**config.mk**
```make
export PLATFORM = sky130hd
export DESIGN_NAME = mpq_cell
export DESIGN_NICKNAME = d
export VERILOG_FILES = /design/src/mpq_pkg.sv /design/src/mpq_cell.sv
export SDC_FILE = /design/constraint.sdc
export NUM_CORES = 1
export LEC_CHECK = 0
export ABC_AREA = 1
export BUFFER_PORTS_ARGS = -buffer_cell sky130_fd_sc_hd__buf_2
export CAP_MARGIN = 15
export CELL_PAD_IN_SITES_DETAIL_PLACEMENT = 0
export CELL_PAD_IN_SITES_GLOBAL_PLACEMENT = 1
export CORE_MARGIN = 2
export CORE_UTILIZATION = 28
export CTS_BUF_LIST = sky130_fd_sc_hd__clkbuf_16
export DETAILED_ROUTE_END_ITERATION = 8
export HOLD_SLACK_MARGIN = 0.03
export PLACE_DENSITY_LB_ADDON = 0.1
export SYNTH_ARGS = -nofsm -noshare
export SYNTH_HDL_FRONTEND = slang
export SYNTH_SLANG_ARGS = --single-unit
```
**constraint.sdc**
```tcl
create_clock -name clk -period 3.54 [get_ports clk]
set_clock_uncertainty 0.1 [all_clocks]
set_input_delay 0.354 -clock clk [delete_from_list [all_inputs] [get_ports clk]]
set_output_delay 0.354 -clock clk [all_outputs]
set_load 0.01 [all_outputs]
```
**src/mpq_pkg.sv**
```systemverilog
package mpq_pkg;

  localparam int CAPACITY_DEF = 64;

  localparam int KEY_W    = 32;
  localparam int ID_W     = 16;
  localparam int TAG_W    = 32;
  localparam int STATUS_W = 2;
  localparam int COUNT_W  = 7;

  localparam logic CMD_INSERT  = 1'b0;
  localparam logic CMD_EXTRACT = 1'b1;

  localparam logic [STATUS_W-1:0] ST_DONE  = 2'd0;
  localparam logic [STATUS_W-1:0] ST_EMPTY = 2'd1;
  localparam logic [STATUS_W-1:0] ST_FULL  = 2'd2;

  typedef struct packed {
    logic [KEY_W-1:0] key;
    logic [TAG_W-1:0] tag;
    logic [ID_W-1:0]  id;
  } entry_t;

  typedef struct packed {
    logic do_insert;
    logic do_extract;
  } cell_ctrl_t;

endpackage

```
**src/mpq_cell.sv**
```systemverilog
module mpq_cell (
  input  logic               clk,
  input  mpq_pkg::cell_ctrl_t ctrl,
  input  logic               occupied,
  input  mpq_pkg::entry_t    new_entry,
  input  mpq_pkg::entry_t    left_entry,
  input  mpq_pkg::entry_t    right_entry,
  input  logic               prev_ahead,
  output logic               new_ahead,
  output mpq_pkg::entry_t    entry
);

  mpq_pkg::entry_t entry_r;
  mpq_pkg::entry_t entry_nxt;
  logic            new_first;

  // smaller key first; equal keys fall back to the order tag
  assign new_first = (new_entry.key < entry_r.key) ||
                     ((new_entry.key == entry_r.key) && (new_entry.tag < entry_r.tag));

  // an empty cell stands for an infinite key
  assign new_ahead = occupied ? new_first : 1'b1;

  always_comb begin
    entry_nxt = entry_r;
    if (ctrl.do_insert) begin
      if (prev_ahead) begin
        entry_nxt = left_entry;
      end else if (new_ahead) begin
        entry_nxt = new_entry;
      end
    end else if (ctrl.do_extract) begin
      entry_nxt = right_entry;
    end
  end

  always_ff @(posedge clk) begin
    entry_r <= entry_nxt;
  end

  assign entry = entry_r;

endmodule

```
==> flow_summary.json <==
{
  "synth_top_area_share_pct": 42.37,
  "track_usage_pct": 19.06,
  "max_slew.worst_pin.slew_ps": 964.3,
  "clock-sinks": 80,
  "met3_usage_pct": 5.094,
  "synth-main-ff-cell": "edfxtp_1",
  "finalSetupViolations": 0,
  "drive_gt1_share_pct": 34.85,
  "synthToLayoutAreaGrowth_pct": 38.95,
  "async_flop_share_pct": 0,
  "grt_pass1_vias": 5859,
  "grt_overflow": 0,
  "cts_tree": "built",
  "start_util_pct": 28.30,
  "hp-class": "primary input to register",
  "p_per_area_mw_per_mm2": 373.4,
  "synth.net_count": 1028,
  "ys_top_cells_by_count": "o21ai_0 (157), nand2_1 (145), nor2_1 (93)",
  "slew_violations": 0,
  "drt-initial-drc-count": 258,
  "rows": 52,
  "power.leakage_nw": 3.993,
  "syn_inst": 720,
  "met2_usage_pct": 33.44,
  "hpwl_um": 15750,
  "via_per_inst": 4.541,
  "ys_warn_count": 0,
  "pwr-share-clk_pct": 32.2,
  "worstPathArrival_ps": 2490,
  "crit_fanout": 35,
  "synth_area_per_cell_sq_um": 7.876,
  "die_area_sq_mm": 0.02141,
  "peakVddDrop_v": 0.0002114,
  "clockBufferDepth": 2,
  "switchingPower_mw": 0.9034,
  "drtPass1Iterations": 4,
  "netlist_area_sq_mm": 0.005670,
  "synth.yosys.seq_area_share_pct": 42.37,
  "endpoint_kind": "register",
  "clk-insertion-delay-late_ps": 340,
  "grt_max_degree": 81,
  "ys_types": 23,
  "synth-edff-count": 80,
  "synth_area_leaders": "edfxtp_1 (42%), ha_1 (14%), o21ai_0 (14%)",
  "rsz0062_at_grt": "no",
  "max_freq_mhz": 382.3,
  "fin_nets": 1339,
  "postCtsSetupBuffers": 0,
  "drc": 0,
  "outcome": "completed",
  "relSlewSlack_pct": 35.71,
  "antenna_found_initial": 2,
  "post-route-util_pct": 39.32,
  "vias": 5940,
  "yosysMostFrequentCell": "o21ai_0",
  "hold_viol": 0,
  "crit_type": "register to register",
  "drv_cap": 0,
  "p_comb_share_pct": 26.4,
  "period_needed_ps": 2616,
  "cts_inserted_buffers": 9,
  "grt_first_pass_wirelength_um": 31860,
  "clk_pin_slew_ps": 70,
  "p_sw_share_pct": 30.71,
  "fin_setup_tns_ps": 0,
  "top_usage_layer": "met2",
  "routed_wl_um": 20700,
  "placeableCoreArea_sq_mm": 0.02004,
  "die_h_um": 146.3,
  "cp-start-kind": "register",
  "h-tree-depth": 3,
  "port_buffers": 325,
  "share_seq_of_total_power_pct": 41.3,
  "drtAntennaViolNets": 0,
  "required_ps": 3420,
  "die_w_um": 146.3,
  "yosysTopAreaCell": "edfxtp_1",
  "largest_reg_flops": 80,
  "place.gp.congestion": 0.7878,
  "io_pins": 326,
  "timing.final.crit_share_pct": 73.89,
  "cts_root_buf": "clkbuf_16",
  "ys_seq_elements": 80,
  "drt-wirelength-per-cell_um": 15.83,
  "use_met1_pct": 22.63,
  "intPower_mw": 2.039,
  "ctsHoldBuffers": 0,
  "ctsResizeCount": 0
}
## worst max-delay path, cell delays in order, from the launching register on
cell and delay (ps):
edfxtp_1 360, inv_1 50, ha_1 280, nand2_1 80, nor2_1 170, nand2_1 130, nor2_1 110, nand3_1 80
nor2_1 90, nand2_1 70, nand3_1 80, nand2_1 80, clkinvlp_4 90, buf_4 450
## layer usage
metal / wire (um) / vias to the layer above
met5: 0 / -
met4: 316 / 0
li1: - / 3034
met1: 8708 / 2669
met2: 10150 / 222
met3: 1531 / 15
## final cells by class
| cell class | instances | area, sq um |
|---|---|---|
| sequential | 80 | 2402 |
| clock inverter | 7 | 62.56 |
| tap | 270 | 337.8 |
| fill | 2237 | 12160 |
| antenna | 2 | 5.005 |
| timing repair buffer | 334 | 1707 |
| clock buffer | 9 | 225.2 |
| multi-input combinational | 520 | 2813 |
| inverter | 86 | 326.6 |
## power by group through the flow
stage          Combinational (mW)  Sequential, mW  Clock, mW
2_1_floorplan               0.356            1.29          0
3_3_place_gp                0.797            1.23          0
3_5_place_dp                0.790            1.24          0
4_1_cts                     0.794            1.22      0.983
5_1_grt                     0.893            1.23       1.02
6_report                    0.778            1.22      0.948
## placed cells by master (no fill, tap or decap), drive strengths merged
master      n
clkinv      4
edfxtp     80
diode       2
inv        85
a21o        1
bufinv      1
or2         1
o21ai     166
nand3       6
nand4       3
a21oi      30
o21a        2
buf       334
nor3        3
nor2       97
nand2     146
clkbuf      9
clkinvlp    3
o21bai      1
nor4        1
ha         63
## cells by family after synthesis
| family | count (synthesis) | share of synthesized area (%) |
|---|---|---|
| buffers and inverters | 120 | 8.032 |
| AND/OR/NAND/NOR | 257 | 17.74 |
| flip-flops | 80 | 42.37 |
| AO/OA/AOI/OAI | 200 | 17.96 |
| adder cells (fa/ha/maj) | 63 | 13.90 |
## stage by stage
| stage | cell area (sq um) | hold slack (ps) | setup WS [ps] | power (mW) | cells |
|---|---|---|---|---|---|
| final | 7879 | 188.7 | 924.4 | 2.942 | 1308 |
| after global routing | 7879 | 183.2 | 681.6 | 3.142 | 1308 |
| after CTS | 7874 | 167.5 | 808.3 | 2.995 | 1306 |
| after detailed placement | 7586 | 538.8 | 772.0 | 2.028 | 1290 |
| after global placement | 7586 | 536.6 | 785.8 | 2.032 | 1290 |
| after floorplan | 5674 | 445.2 | 404.0 | 1.643 | 720 |
## worst paths after layout
check	from	to	slack, ps	cells after the start
setup reg to reg	entry[61]$_DFFE_PP_	entry[77]$_DFFE_PP_	920	13
hold / removal	right_entry[9]	entry[9]$_DFFE_PP_	190	3
setup / recovery	entry[61]$_DFFE_PP_	entry[77]$_DFFE_PP_	920	13
hold reg to reg	entry[39]$_DFFE_PP_	entry[58]$_DFFE_PP_	1520	10
Note: power is estimated with default switching activity, not from simulation.
